$ cat src/design/mpsp_pkg.sv
package mpsp_pkg;

   // Start-code window: three prefix bytes and the id byte.
   localparam int WIN_BYTES = 4;
   localparam int WIN_IDX_W = $clog2(WIN_BYTES);
   localparam logic [2:0] WIN_FULL = 3'd4;

   // Entries in the queue between the parser and the output serialiser.
   localparam int QDEPTH = 4;
   localparam int QPTR_W = $clog2(QDEPTH);
   localparam int QCNT_W = $clog2(QDEPTH + 1);

   // Stream ids of interest.
   localparam logic [7:0] ID_PACK = 8'hBA;
   localparam logic [7:0] ID_SYS_HDR = 8'hBB;
   localparam logic [7:0] ID_LOWEST = 8'hBD;
   localparam logic [7:0] ID_HIGHEST = 8'hFE;

   // Top nibble of the fifth pack header byte that marks the MPEG-2 format.
   localparam logic [3:0] PACK_MPEG2_NIBBLE = 4'h4;

   // Bytes of a pack header still to come after its fifth byte.
   localparam logic [15:0] PACK_LEFT_MPEG1 = 16'd7;
   localparam logic [15:0] PACK_LEFT_MPEG2 = 16'd9;

   // Configuration register indexes.
   localparam int CSR_IDX_W = 1;
   localparam logic [CSR_IDX_W-1:0] CSR_STREAM_KIND = 1'd0;
   localparam logic [CSR_IDX_W-1:0] CSR_RESYNC_AT_START = 1'd1;

   // One queue entry: up to four words that share an id and a format flag.
   // The first flag belongs to the entry's first word, the last flag to its
   // final word, which sits at position last_idx.
   typedef struct packed {
      logic [WIN_BYTES-1:0][7:0] data;
      logic [WIN_IDX_W-1:0]      last_idx;
      logic                      first;
      logic                      last;
      logic [7:0]                id;
      logic                      mpeg2;
   } mpsp_entry_type;

endpackage

$ cat src/design/mpsp_front.sv
module mpsp_front import mpsp_pkg::*; (
   input  logic                 clock,
   input  logic                 reset,
   input  logic                 req_valid,
   output logic                 req_ready,
   input  logic [7:0]           req_data_byte,
   input  logic                 req_drain,
   input  logic                 csr_write_en,
   input  logic [CSR_IDX_W-1:0] csr_index,
   input  logic                 csr_wdata,
   input  logic                 q_full,
   output logic                 q_push,
   output mpsp_entry_type       q_entry
);

   localparam logic [2:0] PH_HUNT   = 3'd0;
   localparam logic [2:0] PH_PACK5  = 3'd1;
   localparam logic [2:0] PH_LENHI  = 3'd2;
   localparam logic [2:0] PH_LENLO  = 3'd3;
   localparam logic [2:0] PH_BODY   = 3'd4;
   localparam logic [2:0] PH_VCHUNK = 3'd5;

   logic [WIN_BYTES-1:0][7:0] win_ff, win_in;
   logic [2:0]                held_ff, held_in;
   logic [2:0]                phase_ff, phase_in;
   logic [15:0]               left_ff, left_in;
   logic [7:0]                id_ff, id_in;
   logic                      mpeg2_ff, mpeg2_in;
   logic                      await_ff, await_in;
   logic                      kind_ff, kind_in;

   logic                      accept;
   logic [WIN_BYTES-1:0][7:0] win_sh;
   logic [2:0]                held_sh;
   logic                      code;
   logic [7:0]                code_id;
   logic                      skip_id;
   logic                      pack_m2;
   logic [15:0]               len_full;
   logic [15:0]               left_dec;
   logic [2:0]                vcount;
   logic                      found;

   assign req_ready = !q_full;
   assign accept    = req_valid && req_ready;

   // Window after taking the incoming byte.
   always_comb begin
      win_sh  = win_ff;
      held_sh = held_ff;
      if (held_ff == WIN_FULL) begin
         win_sh = {req_data_byte, win_ff[WIN_BYTES-1:1]};
      end else begin
         win_sh[held_ff[WIN_IDX_W-1:0]] = req_data_byte;
         held_sh = held_ff + 3'd1;
      end
   end

   assign code     = (held_sh == WIN_FULL) && (win_sh[0] == 8'h00) &&
                     (win_sh[1] == 8'h00) && (win_sh[2] == 8'h01);
   assign code_id  = win_sh[3];
   assign skip_id  = await_ff || ((code_id != ID_SYS_HDR) && mpeg2_ff &&
                     ((code_id < ID_LOWEST) || (code_id > ID_HIGHEST)));
   assign pack_m2  = (req_data_byte[7:4] == PACK_MPEG2_NIBBLE);
   assign len_full = {left_ff[15:8], req_data_byte};
   assign left_dec = (left_ff != 16'd0) ? (left_ff - 16'd1) : 16'd0;
   assign vcount   = (left_ff[2:0] < 3'd4) ? (left_ff[2:0] + 3'd1) : left_ff[2:0];
   assign found    = (vcount >= 3'd4) && code;

   always_comb begin
      win_in   = win_ff;
      held_in  = held_ff;
      phase_in = phase_ff;
      left_in  = left_ff;
      id_in    = id_ff;
      mpeg2_in = mpeg2_ff;
      await_in = await_ff;
      kind_in  = kind_ff;

      q_push            = 1'b0;
      q_entry.data      = {WIN_BYTES{req_data_byte}};
      q_entry.last_idx  = '0;
      q_entry.first     = 1'b0;
      q_entry.last      = 1'b0;
      q_entry.id        = id_ff;
      q_entry.mpeg2     = mpeg2_ff;

      if (accept) begin
         if (req_drain) begin
            // Only an open video chunk keeps its held bytes on a drain.
            if ((phase_ff == PH_VCHUNK) && (held_ff != 3'd0)) begin
               q_push           = 1'b1;
               q_entry.data     = win_ff;
               q_entry.last_idx = WIN_IDX_W'(held_ff - 3'd1);
               q_entry.first    = (left_ff == 16'd0);
               q_entry.last     = 1'b1;
            end
            held_in  = 3'd0;
            left_in  = 16'd0;
            phase_in = PH_HUNT;
         end else begin
            case (phase_ff)
               PH_HUNT: begin
                  win_in  = win_sh;
                  held_in = held_sh;
                  if (code) begin
                     id_in = code_id;
                     if (kind_ff) begin
                        left_in  = 16'd0;
                        phase_in = PH_VCHUNK;
                     end else if (code_id == ID_PACK) begin
                        await_in         = 1'b0;
                        q_push           = 1'b1;
                        q_entry.data     = win_sh;
                        q_entry.last_idx = WIN_IDX_W'(WIN_BYTES - 1);
                        q_entry.first    = 1'b1;
                        q_entry.id       = code_id;
                        held_in          = 3'd0;
                        phase_in         = PH_PACK5;
                     end else if (skip_id) begin
                        held_in = 3'd0;
                     end else begin
                        q_push           = 1'b1;
                        q_entry.data     = win_sh;
                        q_entry.last_idx = WIN_IDX_W'(WIN_BYTES - 1);
                        q_entry.first    = 1'b1;
                        q_entry.id       = code_id;
                        held_in          = 3'd0;
                        phase_in         = PH_LENHI;
                     end
                  end
               end
               PH_PACK5: begin
                  mpeg2_in      = pack_m2;
                  left_in       = pack_m2 ? PACK_LEFT_MPEG2 : PACK_LEFT_MPEG1;
                  q_push        = 1'b1;
                  q_entry.mpeg2 = pack_m2;
                  phase_in      = PH_BODY;
               end
               PH_LENHI: begin
                  left_in  = {req_data_byte, 8'h00};
                  q_push   = 1'b1;
                  phase_in = PH_LENLO;
               end
               PH_LENLO: begin
                  q_push = 1'b1;
                  if (len_full == 16'd0) begin
                     q_entry.last = 1'b1;
                     held_in      = 3'd0;
                     left_in      = 16'd0;
                     phase_in     = PH_HUNT;
                  end else begin
                     left_in  = len_full;
                     phase_in = PH_BODY;
                  end
               end
               PH_BODY: begin
                  q_push = 1'b1;
                  if (left_dec == 16'd0) begin
                     q_entry.last = 1'b1;
                     held_in      = 3'd0;
                     left_in      = 16'd0;
                     phase_in     = PH_HUNT;
                  end else begin
                     left_in = left_dec;
                  end
               end
               PH_VCHUNK: begin
                  // The byte leaving the window goes out with the current id.
                  win_in        = win_sh;
                  held_in       = held_sh;
                  q_push        = 1'b1;
                  q_entry.data  = win_ff;
                  q_entry.first = (vcount == 3'd1);
                  q_entry.last  = found;
                  if (found) begin
                     id_in   = code_id;
                     left_in = 16'd0;
                  end else begin
                     left_in = {13'd0, vcount};
                  end
               end
               default: begin
                  held_in  = 3'd0;
                  left_in  = 16'd0;
                  phase_in = PH_HUNT;
               end
            endcase
         end
      end

      if (csr_write_en) begin
         case (csr_index)
            CSR_STREAM_KIND: begin
               kind_in  = csr_wdata;
               held_in  = 3'd0;
               left_in  = 16'd0;
               phase_in = PH_HUNT;
            end
            CSR_RESYNC_AT_START: begin
               await_in = csr_wdata;
            end
            default: begin
               kind_in = kind_ff;
            end
         endcase
      end
   end

   always_ff @(posedge clock) begin
      if (reset) begin
         held_ff  <= 3'd0;
         phase_ff <= PH_HUNT;
         left_ff  <= 16'd0;
         id_ff    <= 8'h00;
         mpeg2_ff <= 1'b0;
         await_ff <= 1'b0;
         kind_ff  <= 1'b0;
      end else begin
         held_ff  <= held_in;
         phase_ff <= phase_in;
         left_ff  <= left_in;
         id_ff    <= id_in;
         mpeg2_ff <= mpeg2_in;
         await_ff <= await_in;
         kind_ff  <= kind_in;
      end
   end

   always_ff @(posedge clock) begin
      win_ff <= win_in;
   end

endmodule

$ cat src/design/mpsp_queue.sv
module mpsp_queue import mpsp_pkg::*; (
   input  logic           clock,
   input  logic           reset,
   input  logic           push,
   input  mpsp_entry_type push_entry,
   output logic           full,
   input  logic           pop,
   output mpsp_entry_type head,
   output logic           empty
);

   mpsp_entry_type    mem_ff [QDEPTH];
   logic [QPTR_W-1:0] wr_ptr_ff, wr_ptr_in;
   logic [QPTR_W-1:0] rd_ptr_ff, rd_ptr_in;
   logic [QCNT_W-1:0] count_ff, count_in;
   logic              do_push;
   logic              do_pop;

   assign full    = (count_ff == QCNT_W'(QDEPTH));
   assign empty   = (count_ff == '0);
   assign do_push = push && !full;
   assign do_pop  = pop && !empty;
   assign head    = mem_ff[rd_ptr_ff];

   always_comb begin
      wr_ptr_in = wr_ptr_ff;
      rd_ptr_in = rd_ptr_ff;
      count_in  = count_ff;
      if (do_push) begin
         wr_ptr_in = (wr_ptr_ff == QPTR_W'(QDEPTH - 1)) ? '0 : (wr_ptr_ff + 1'b1);
      end
      if (do_pop) begin
         rd_ptr_in = (rd_ptr_ff == QPTR_W'(QDEPTH - 1)) ? '0 : (rd_ptr_ff + 1'b1);
      end
      if (do_push && !do_pop) begin
         count_in = count_ff + 1'b1;
      end else if (do_pop && !do_push) begin
         count_in = count_ff - 1'b1;
      end
   end

   always_ff @(posedge clock) begin
      if (reset) begin
         wr_ptr_ff <= '0;
         rd_ptr_ff <= '0;
         count_ff  <= '0;
      end else begin
         wr_ptr_ff <= wr_ptr_in;
         rd_ptr_ff <= rd_ptr_in;
         count_ff  <= count_in;
      end
   end

   always_ff @(posedge clock) begin
      if (do_push) begin
         mem_ff[wr_ptr_ff] <= push_entry;
      end
   end

   // The parser must never offer a word group when there is no room.
   a_no_push_when_full: assert property (@(posedge clock) disable iff (reset)
      full |-> !push)
      else $error("queue written while full");

   a_no_pop_when_empty: assert property (@(posedge clock) disable iff (reset)
      empty |-> !pop)
      else $error("queue read while empty");

   a_count_tracks: assert property (@(posedge clock) disable iff (reset)
      (do_push && !do_pop) |=> (count_ff == $past(count_ff) + 1'b1))
      else $error("queue fill count lost a write");

endmodule

$ cat src/design/mpsp_back.sv
module mpsp_back import mpsp_pkg::*; (
   input  logic           clock,
   input  logic           reset,
   input  logic           q_empty,
   input  mpsp_entry_type q_head,
   output logic           q_pop,
   output logic           rsp_valid,
   input  logic           rsp_ready,
   output logic [7:0]     rsp_out_byte,
   output logic           rsp_first_of_packet,
   output logic           rsp_last_of_packet,
   output logic [7:0]     rsp_packet_id,
   output logic           rsp_is_mpeg2
);

   logic [WIN_IDX_W-1:0] sub_ff, sub_in;
   logic                 valid_ff;
   logic [7:0]           byte_ff;
   logic                 first_ff;
   logic                 last_ff;
   logic [7:0]           id_ff;
   logic                 mpeg2_ff;
   logic                 load;
   logic                 at_end;

   // A new word enters the output register when it is empty or being taken.
   assign load   = !q_empty && (!valid_ff || rsp_ready);
   assign at_end = (sub_ff == q_head.last_idx);
   assign q_pop  = load && at_end;
   assign sub_in = at_end ? '0 : (sub_ff + 1'b1);

   always_ff @(posedge clock) begin
      if (reset) begin
         valid_ff <= 1'b0;
         sub_ff   <= '0;
      end else if (load) begin
         valid_ff <= 1'b1;
         sub_ff   <= sub_in;
      end else if (rsp_ready) begin
         valid_ff <= 1'b0;
      end
   end

   always_ff @(posedge clock) begin
      if (load) begin
         byte_ff  <= q_head.data[sub_ff];
         first_ff <= q_head.first && (sub_ff == '0);
         last_ff  <= q_head.last && at_end;
         id_ff    <= q_head.id;
         mpeg2_ff <= q_head.mpeg2;
      end
   end

   assign rsp_valid           = valid_ff;
   assign rsp_out_byte        = byte_ff;
   assign rsp_first_of_packet = first_ff;
   assign rsp_last_of_packet  = last_ff;
   assign rsp_packet_id       = id_ff;
   assign rsp_is_mpeg2        = mpeg2_ff;

endmodule

$ cat src/design/mpeg_program_stream_packetizer_unit.sv
// MPEG program-stream packetizer. Stream bytes enter on the req_ channel one word
// per cycle while req_ready is high; req_drain marks the end of the stream and
// carries no byte. A four-byte window finds 00 00 01 id start codes. In system
// mode each code opens a packet (a pack header of 12 or 14 bytes, which also sets
// the MPEG-2 flag, or a packet of 6 bytes plus its big-endian length), but in
// MPEG-2 only ids BA, BB and BD..FE are kept; in video mode each chunk runs from
// one start code to the next. Every packet byte leaves on the rsp_ channel tagged
// with the packet's id, its first and last marks and the MPEG-2 flag. The parser
// takes an input word in every cycle that the word queue has room, with its result
// known in the same cycle; it writes at most one group of up to four output words
// per input word into a four-entry queue. The output side sends one word per cycle
// while rsp_ready is high, so a start code's four header bytes occupy the output
// while the parser keeps accepting; sustained throughput is one byte per cycle,
// set by the output register. Words pass the queue, then the output register. No
// clearing pass follows reset. Configuration is written through csr_ with
// csr_index 0 selecting the stream kind (which also restarts the hunt for a start
// code) and 1 the resync flag (which arms dropping of start codes until the next
// pack header); the user must write only while the block is idle (not enforced).
module mpeg_program_stream_packetizer_unit import mpsp_pkg::*; (
   input  logic                 clock,
   input  logic                 reset,
   input  logic                 req_valid,
   output logic                 req_ready,
   input  logic [7:0]           req_data_byte,
   input  logic                 req_drain,
   output logic                 rsp_valid,
   input  logic                 rsp_ready,
   output logic [7:0]           rsp_out_byte,
   output logic                 rsp_first_of_packet,
   output logic                 rsp_last_of_packet,
   output logic [7:0]           rsp_packet_id,
   output logic                 rsp_is_mpeg2,
   input  logic                 csr_write_en,
   input  logic [CSR_IDX_W-1:0] csr_index,
   input  logic                 csr_wdata
);

   // Word groups travelling from the parser to the output serialiser.
   mpsp_entry_type push_entry;
   mpsp_entry_type head_entry;
   logic           q_push;
   logic           q_full;
   logic           q_pop;
   logic           q_empty;

   // The parser holds all stream state and decides what each byte produces.
   mpsp_front u_front (
      .clock         (clock),
      .reset         (reset),
      .req_valid     (req_valid),
      .req_ready     (req_ready),
      .req_data_byte (req_data_byte),
      .req_drain     (req_drain),
      .csr_write_en  (csr_write_en),
      .csr_index     (csr_index),
      .csr_wdata     (csr_wdata),
      .q_full        (q_full),
      .q_push        (q_push),
      .q_entry       (push_entry)
   );

   // The queue lets the parser run on while the output side is stalled.
   mpsp_queue u_queue (
      .clock      (clock),
      .reset      (reset),
      .push       (q_push),
      .push_entry (push_entry),
      .full       (q_full),
      .pop        (q_pop),
      .head       (head_entry),
      .empty      (q_empty)
   );

   // The serialiser breaks each group into single words for the output register.
   mpsp_back u_back (
      .clock               (clock),
      .reset               (reset),
      .q_empty             (q_empty),
      .q_head              (head_entry),
      .q_pop               (q_pop),
      .rsp_valid           (rsp_valid),
      .rsp_ready           (rsp_ready),
      .rsp_out_byte        (rsp_out_byte),
      .rsp_first_of_packet (rsp_first_of_packet),
      .rsp_last_of_packet  (rsp_last_of_packet),
      .rsp_packet_id       (rsp_packet_id),
      .rsp_is_mpeg2        (rsp_is_mpeg2)
   );

endmodule
$ cat config.mk
export PLATFORM = sky130hd
export DESIGN_NAME = mpeg_program_stream_packetizer_unit
export DESIGN_NICKNAME = d
export VERILOG_FILES = /design/src/design/mpsp_pkg.sv /design/src/design/mpsp_front.sv /design/src/design/mpsp_queue.sv /design/src/design/mpsp_back.sv /design/src/design/mpeg_program_stream_packetizer_unit.sv
export SDC_FILE = /design/constraint.sdc
export NUM_CORES = 1
export LEC_CHECK = 0
export BUFFER_PORTS_ARGS = -buffer_cell sky130_fd_sc_hd__buf_2
export CAP_MARGIN = 20
export CORE_MARGIN = 5
export CORE_UTILIZATION = 39
export CTS_CLUSTER_SIZE = 25
export DETAILED_ROUTE_END_ITERATION = 10
export PLACE_DENSITY = 0.64
export SYNTH_ARGS = -nofsm -noshare
export SYNTH_HDL_FRONTEND = slang
export SYNTH_SLANG_ARGS = --single-unit
export TNS_END_PERCENT = 10
$ cat constraint.sdc
create_clock -name clock -period 5.14 [get_ports clock]
set_input_delay 1.028 -clock clock [delete_from_list [all_inputs] [get_ports clock]]
set_output_delay 1.028 -clock clock [all_outputs]
set_load 0.05 [all_outputs]
==> results.yml, run 1 <==
placed_design:
  gp_congestion: 0.908
  dpl_cell_area_sq_mm: 0.0138
  io_buffers: 36
  dp_hpwl_um: 22600
floorplan:
  die_w_um: 193
  start_util_pct: 39.3
  dieArea_sq_mm: 0.0373
  fp.coreArea_sq_mm: 0.0333
  row_count: 67
  die_h_um: 193
  io_pins: 37
layout:
  layout.nets: 1088
  final_util_pct: 44.4
  n_fill_cell: 3051
  final_area_sq_mm: 0.0148
  drive_gt1_share_pct: 19.0
  area_growth_pct: 13.1
  antennaDiodeCount: 0
synth:
  ys_seq_area_share_pct: 60.0
  syn_area_sq_mm: 0.0131
  yosys_warnings: 0
  avgSynthCellArea_sq_um: 12.8
  synth_edf_count: 231
  netlist_instances: 1023
  synth_top_cell_area_share_pct: 53.1
  synth_top_area_cell: "edfxtp_1"
  async_flop_share_pct: 0
  synth_area_leaders: "edfxtp_1, mux4_2, dfxtp_1"
  yosysUniqueCellTypes: 81
  synth-seq-cells: 276
  synth_nets: 1053
  ys.flop_type: "edfxtp_1"
clock_network:
  cts_root_buf: "clkbuf_16"
  numCtsBuffers: 29
  cts_buffer_depth: 3
  cts_tree: "yes"
  clock-sinks: 276
  insertion_delay_ps: 550
  cts_max_level: 1
  hold_buffers: 0
  post_cts_resized: 0
  clk_pin_slew_ps: 70
  post_cts_buffers: 0
hold_path:
  min_path_type: "reg2reg"
setup_path:
  cp_num_buf_inv: 3
  critical_path_arrival_ps: 4880
  cp_slowest_cell: "dfxtp_1"
  worst_ep_required_time_ps: 5620
  worstSetupPathType: "reg2reg"
  endpoint_kind: "flip-flop"
  cp-start-kind: "flip-flop"
  crit_family: "simple AND/OR/NAND/NOR gates"
  critPathMaxFanout: 20
  path_cells: "buf_4 -> mux2i_1 -> a21oi_1 -> nor4_1 -> and4_1 -> nand4_1 -> a21boi_1 -> buf_4 -> ha_1 -> inv_1 -> fa_1 -> xor2_1 -> or3_1 -> a21oi_1"
  max_stage_delay_ps: 920
sta:
  hold_viol: 0
  rsz0062_at_grt: "false"
  worst_pin_slew_ps: 954
  relSlewSlack_pct: 35.8
  period_share_pct: 85.7
  fmax_mhz: 227
  fin_crit_ps: 4400
  setup_viol: 0
  fin_skew_ps: 12.3
  maxSlewViolCount: 0
  fin_tns_setup_ps: 0
route:
  wl_met2_um: 16200
  dr.max_layer_used: "met4"
  routed_wl_um: 33100
  ant_nets: 0
  dr_wl_met3_um: 2060
  met1_length_um: 14200
  wl_per_cell_um: 21.7
  drt_iter0_drc: 905
  drc: 0
  viasPerCell: 5.74
  firstDrtPassIters: 5
  num_vias: 8778
global_routing:
  grt_max_degree: 46
  track_usage_pct: 17.6
  grt_overflow: 0
  grt_pass1_wl_um: 51100
  grt_pass1_vias: 8592
  antenna_found_initial: 0
run:
  maxCapViolations: 0
power:
  power_density_mw_per_mm2: 418
  leakage_nw: 5.00
  vdd_drop_max_uv: 272
status:
  status: "finished, final reports clean"
[power breakdown]
group / leakage (nW) / switching [mW] / internal (mW)
registers: 2.47 / 0.113 / 2.68
clock network: 0.447 / 0.872 / 1.19
logic: 2.08 / 0.869 / 0.454
total: 5.00 / 1.85 / 4.33
[final cells by class]
type	count	area, sq um	share of cell area, %
sequential	276	7840	53.0
clock buffer	33	741	5.01
inverter	41	154	1.04
clock inverter	21	203	1.37
tap	448	561	3.79
timing repair buffer	71	490	3.32
multi-input combinational	639	4790	32.4
[registers in the layout, summed over array words and instances (netlist names), named ones only]
name                        count
u_front.win_ff                 32
u_queue.wr_ptr_ff               2
u_front.kind_ff                 1
u_back.rsp_packet_id            8
u_front.held_ff                 3
u_front.id_ff                   8
u_front.phase_ff                3
u_back.rsp_out_byte             8
u_back.sub_ff                   2
u_queue.rd_ptr_ff               2
u_back.rsp_last_of_packet       1
u_back.rsp_is_mpeg2             1
u_queue.count_ff                3
u_front.mpeg2_ff                1
u_front.left_ff                16
u_back.rsp_first_of_packet      1
u_queue.mem_ff                180
u_back.rsp_valid                1
u_front.await_ff                1
[per-layer routing]
metal  up-vias  track usage, %
met5         -               0
met4         0            3.70
met3        45            2.20
met2       318            29.8
met1      4397            24.7
li1       4018               -
[Yosys cell counts (4+ instances only)]
cell type,number
mux4_2,53
a21oi_1,69
a31oi_1,7
buf_6,4
nand3_1,27
a221o_1,4
mux2_2,12
o31ai_1,4
clkbuf_1,56
mux2i_1,32
o22ai_1,6
and3_1,6
ha_1,13
o21a_1,4
nand2_1,85
and2_1,13
o41ai_1,4
dfxtp_1,45
inv_1,40
or4_1,8
nor2_1,77
edfxtp_1,231
nor3_1,21
a21o_1,4
a22oi_1,5
and4_1,4
nand4_1,6
nor4_1,12
xor2_1,4
o21ai_0,60
or2_2,4
xnor2_1,6
o211ai_1,4
or3_1,11
a221oi_1,6
[layout by cell type, fill, tap and decap left out, types with 5 or more instances in the layout]
| master | count |
|---|---|
| or3_1 | 11 |
| mux2i_1 | 32 |
| and3_1 | 6 |
| a21oi_1 | 69 |
| mux2_2 | 12 |
| or4_1 | 8 |
| ha_1 | 13 |
| clkinv_1 | 8 |
| nand2_1 | 85 |
| a221oi_1 | 6 |
| inv_1 | 40 |
| nor4_1 | 12 |
| buf_4 | 30 |
| and2_1 | 9 |
| nand3_1 | 27 |
| nand4_1 | 6 |
| dfxtp_1 | 43 |
| nor2_1 | 76 |
| o22ai_1 | 6 |
| xnor2_1 | 6 |
| a22oi_1 | 5 |
| a31oi_1 | 7 |
| buf_2 | 36 |
| nor3_1 | 21 |
| o21ai_0 | 60 |
| clkbuf_16 | 29 |
| mux4_2 | 53 |
| edfxtp_1 | 231 |
[stage by stage]
| step | instances | power, mW | worst slack, ps | hold WS (ps) |
|---|---|---|---|---|
| final | 1529 | 6.18 | 736 | 460 |
| after global routing | 1529 | 6.46 | 535 | 483 |
| after floorplan | 1023 | 3.80 | 924 | 455 |
| after global placement | 1474 | 4.17 | 593 | 457 |
| after CTS | 1528 | 6.26 | 771 | 468 |
| after detailed placement | 1474 | 4.18 | 532 | 461 |
[path summary, 6_finish.rpt]
path / start / endpoint / slack [ps] / cells after the start
setup / recovery: u_front.held_ff[2] / u_queue.count_ff[2] / 740 / 14
hold reg to reg: u_back.rsp_valid / u_back.rsp_valid / 460 / 2
hold / removal: u_back.rsp_valid / u_back.rsp_valid / 460 / 2
setup reg to reg: u_front.held_ff[2] / u_queue.count_ff[2] / 740 / 14
[tightest hold or removal path, stage by stage, from the launching register on]
cell and delay (ps):
dfxtp_1 310, nand2_1 50, a21oi_1 50
[kinds of logic after synthesis]
logic type                 Yosys count  synth area share [%]
DFF                                276                  60.0
adders and majority gates           14                  1.40
buffers and inverters              108                  3.39
muxes                               97                  12.6
xor gates and xnor gates            10                 0.670
and+or+nand+nor                    298                  11.3
AOI/OAI and AO/OA                  220                  10.7
Note: power is estimated with default switching activity, not from simulation.
==> inputs of run 2 (changes only) <==
CORE_UTILIZATION = 55   (was 39)
PLACE_DENSITY = 0.82   (was 0.64)
==> run 2 against run 1 <==
  * Register-to-register slack improved by 130 ps
  * Utilization rose by 18 points
  * Non-clock buffer count fell by 6
  * Clock skew rose by 8.1 ps
  * Worst hold slack improved by 33 ps
  * Sequential power barely moved
  * Sequential cell count did not move
  * Combinational power barely moved
  * Fmax rose by 3.1%
  * Sequential share of layout area rose by 0.82 points
  * Cell count fell by 9.1%
  * Wire length barely moved
  * Critical endpoint unchanged
  * Largest cell class unchanged
  * Highest routed layer unchanged
==> results.yml, run 2 (synthesized netlist as in run 1, its figures left out) <==
status:
  status: "finished, final reports clean"
route:
  drc: 0
  wl_per_cell_um: 23.8
  ant_nets: 0
  num_vias: 9069
  viasPerCell: 6.52
  routed_wl_um: 33100
  drt_iter0_drc: 1136
  firstDrtPassIters: 7
placed_design:
  dp_worst_setup_slack_ps: 672
  dp_hpwl_um: 21300
  io_buffers: 36
  gp_congestion: 0.967
setup_path:
  worstSetupPathType: "reg2reg"
  critPathMaxFanout: 13
  worstRegToRegCells: 16
  cp-start-kind: "flip-flop"
  critical_path_arrival_ps: 4720
  worst_ep_required_time_ps: 5590
  endpoint_kind: "flip-flop"
global_routing:
  antenna_found_initial: 1
  grt_pass1_vias: 8782
  grt_overflow: 0
  grt_max_degree: 46
  grt_pass1_wl_um: 51300
  track_usage_pct: 24.8
floorplan:
  die_h_um: 164
  io_pins: 37
  fp.coreArea_sq_mm: 0.0234
  dieArea_sq_mm: 0.0269
  start_util_pct: 55.8
  row_count: 56
  die_w_um: 164
layout:
  layout.nets: 1080
  final_common_cell: "edfxtp_1"
  final_util_pct: 62.2
  largest_register_ffs: 180
  drive_gt1_share_pct: 18.7
  top_regs: "u_queue.mem_ff: 180 flops, u_front.win_ff: 32 flops, u_front.left_ff: 16 flops"
  regMostFlops: "u_queue.mem_ff"
  area_growth_pct: 11.4
  layout_common_cells: "edfxtp_1, nand2_1, nor2_1"
hold_path:
  min_path_type: "reg2reg"
  min_path_cells: 2
clock_network:
  cts_root_buf: "clkbuf_16"
  post_cts_buffers: 0
  cts_max_level: 1
  hold_buffers: 0
  cts_buffer_depth: 3
  post_cts_resized: 0
  clk_pin_slew_ps: 70
  cts_tree: "yes"
  numCtsBuffers: 27
  insertion_delay_ps: 540
  clock-sinks: 276
sta:
  fin_tns_setup_ps: 0
  hold_viol: 0
  fin_skew_ps: 20.3
  relSlewSlack_pct: 26.8
  setup_viol: 0
  maxSlewViolCount: 0
  worst_pin_slew_ps: 1080
  fmax_mhz: 234
  fin_crit_ps: 4270
  setup_ws_ps: 869
  period_share_pct: 83.1
  rsz0062_at_grt: "false"
power:
  vdd_drop_max_uv: 202
  total_power_mw: 6.15
  power_density_mw_per_mm2: 422
  leakage_nw: 4.96
run:
  maxCapViolations: 0
run 2: worst max-delay path: stages (launching register included):
cell	delay, ps
dfxtp_1	370
inv_1	140
ha_1	310
buf_4	250
and2_4	230
o21ai_0	180
nor4_1	330
and4_1	440
nand4_1	240
a21boi_1	220
buf_4	170
ha_1	170
inv_1	70
fa_1	440
xor2_1	180
or3_1	300
a21oi_1	150
run 2: layout make-up:
class,instances,area (sq um)
antenna,1,2.50
fill,1756,8840
tap,319,399
inverter,41,154
multi-input combinational,639,4790
sequential,276,7840
clock inverter,16,170
clock buffer,33,751
timing repair buffer,65,448
run 2: routing by layer:
metal / wire length, um / track usage [%] / share of wire, %
met5: 0 / 0 / 0
met3: 3120 / 3.64 / 9.4
met4: 989 / 6.90 / 3.0
met2: 16400 / 42.1 / 50
met1: 12600 / 33.8 / 38
run 2: path summary, 6_finish.rpt:
check | slack, ps | start | end
worst max-delay path | 870 | u_front.held_ff[0] | u_queue.count_ff[2]
worst min-delay path | 490 | u_back.rsp_valid | u_back.rsp_valid
worst max register to register | 870 | u_front.held_ff[0] | u_queue.count_ff[2]
worst min register to register | 490 | u_back.rsp_valid | u_back.rsp_valid
run 2: power breakdown:
part	total, mW	switching, mW	internal (mW)
logic	1.34	0.891	0.451
registers	2.79	0.104	2.68
clock network	2.02	0.829	1.19
run 2: through the flow:
stage | cell area [sq um] | cells | hold WS [ps]
floorplan | 13100 | 1023 | 455
global placement | 13600 | 1340 | 454
detailed placement | 13600 | 1340 | 471
CTS | 14600 | 1389 | 490
global route | 14600 | 1390 | 524
finish | 14600 | 1390 | 493
==> inputs of run 3 (changes only) <==
PLACE_DENSITY = 0.84   (was 0.82)
clock period = 3.88 ns   (was 5.14 ns; I/O delays follow)
==> run 3 against run 2 <==
  * Power grew 33%
  * Combinational power grew 37%
  * Sequential cell count is the same
  * Highest routed layer unchanged
  * First-iteration DRC count grew 9.2%
  * Fmax grew 17%
  * Non-clock buffer count grew 25
  * Die area is the same
  * Register-to-register slack lost 640 ps
  * Via count grew 2.5%
==> results.yml, run 3 (synthesized netlist as in run 1, its figures left out) <==
global_routing:
  antenna_found_initial: 1
  grt_overflow: 0
  track_usage_pct: 25.5
  grt_pass1_vias: 9035
  grt_pass1_wl_um: 52900
  grt_max_degree: 46
power:
  cell_internal_pwr_mw: 5.71
  leakage_nw: 5.09
  power_frac_seq_pct: 44.9
  vdd_drop_max_uv: 372
  swShare_pct: 30.3
  pwr-share-comb_pct: 22.5
  power_density_mw_per_mm2: 554
  clockPowerShare_pct: 32.6
  p_sw_mw: 2.48
setup_path:
  critical_path_arrival_ps: 3910
  worstRegToRegCells: 12
  reg2reg_setup_slack_ps: 230
  critPathMaxFanout: 24
  cp-start-kind: "flip-flop"
  worstSetupPathType: "reg2reg"
  worst_ep_required_time_ps: 4140
  endpoint_kind: "flip-flop"
layout:
  layout_common_cells: "edfxtp_1, nand2_1, nor2_1"
  fin_cells: 1418
  top_regs: "u_queue.mem_ff: 180 flops, u_front.win_ff: 32 flops, u_front.left_ff: 16 flops"
  largest_register_ffs: 180
  layout.nets: 1106
  drive_gt1_share_pct: 21.4
  final_common_cell: "edfxtp_1"
  area_growth_pct: 13.3
  final_util_pct: 63.2
  regMostFlops: "u_queue.mem_ff"
  final_area_sq_mm: 0.0148
clock_network:
  cts_max_level: 1
  hold_buffers: 0
  clk_pin_slew_ps: 60
  cts_root_buf: "clkbuf_16"
  cts_tree: "yes"
  numCtsBuffers: 28
  insertion_delay_ps: 550
  clock-sinks: 276
  cts_buffer_depth: 3
route:
  drt_iter0_drc: 1240
  firstDrtPassIters: 5
  wl_per_cell_um: 24.0
  viasPerCell: 6.56
  ant_nets: 0
  num_vias: 9296
  drc: 0
  routed_wl_um: 34000
floorplan:
  io_pins: 37
  fp.coreArea_sq_mm: 0.0234
  start_util_pct: 55.8
  dieArea_sq_mm: 0.0269
  row_count: 56
  die_h_um: 164
  die_w_um: 164
placed_design:
  dp.cells: 1365
  dp_hpwl_um: 21800
  io_buffers: 36
  gp_congestion: 1.00
  dpl_cell_area_sq_mm: 0.0138
  dp_worst_setup_slack_ps: -62.5
sta:
  fmax_mhz: 274
  period_share_pct: 94.0
  fin_skew_ps: 29.4
  setup_viol: 0
  rsz0062_at_grt: "false"
  worst_pin_slew_ps: 921
  setup_ws_ps: 233
  relSlewSlack_pct: 38.1
  hold_viol: 0
  maxSlewViolCount: 0
  fin_crit_ps: 3650
status:
  status: "finished, final reports clean"
hold_path:
  min_path_cells: 2
  min_path_type: "reg2reg"
run:
  maxCapViolations: 0
==> run 3: cell count changes in the layout (fill, tap and decap cells not counted), moves of 2 or more <==
cell | previous run | this run
buf_4 | 25 | 49
clkinv_1 | 3 | 6
clkinv_2 | 3 | 6
ha_1 | 13 | 10
ha_4 | 0 | 3
dfxtp_2 | 1 | 3
inv_1 | 40 | 38
inv_2 | 1 | 3
nor4_1 | 12 | 10
nor4_2 | 0 | 2
==> run 3: power by group through the flow <==
stage                     Combinational (mW)  Sequential (mW)  Clock, mW
final                                   1.84             3.68       2.67
after global routing                    1.96             3.70       2.84
after CTS                               1.84             3.68       2.70
after detailed placement                1.82             3.73          0
after global placement                  1.77             3.72          0
after floorplan                        0.936             4.09          0
==> run 3: cell type report <==
| class | count | area (sq um) |
|---|---|---|
| clock buffer | 31 | 712 |
| inverter | 41 | 154 |
| antenna | 1 | 2.50 |
| clock inverter | 21 | 200 |
| sequential | 276 | 7840 |
| fill | 1724 | 8600 |
| timing repair buffer | 90 | 639 |
| multi-input combinational | 639 | 4850 |
| tap | 319 | 399 |
==> run 3: through the flow <==
| stage | TNS (ps) | power, mW | hold slack, ps |
|---|---|---|---|
| floorplan | -11310 | 5.03 | 455 |
| global placement | 0 | 5.49 | 457 |
| detailed placement | -62.5 | 5.55 | 460 |
| CTS | 0 | 8.21 | 488 |
| global route | 0 | 8.50 | 511 |
| finish | 0 | 8.19 | 490 |
==> run 3: timing repair <==
item                       4_1_cts  5_1_grt
setup endpoints to repair        0       65
buffers inserted                 0        0
resized for setup                0       15
==> run 3: final timing paths <==
kind                                         start                   end
worst max register to register  u_front.held_ff[0]  u_queue.mem_ff[0][5]
worst min-delay path              u_back.rsp_valid      u_back.rsp_valid
worst min register to register    u_back.rsp_valid      u_back.rsp_valid
worst max-delay path            u_front.held_ff[0]  u_queue.mem_ff[0][5]
==> run 3: layer usage <==
layer	track usage (%)	up-vias	wire (um)
met5	0	-	0
met4	9.15	0	1440
met3	3.61	116	3050
met2	42.4	587	16700
met1	34.5	4547	12800
li1	-	4046	-
==> run 3: critical path, cell delays in order, from the launching register on <==
cell and delay, ps:
dfxtp_1 420, inv_2 110, ha_4 210, buf_6 180, nor2_1 170, a21oi_1 100
nor4_2 340, and4_4 280, buf_4 150, nand3_2 80, or4_4 450, nor3_4 360
a2bb2oi_1 490
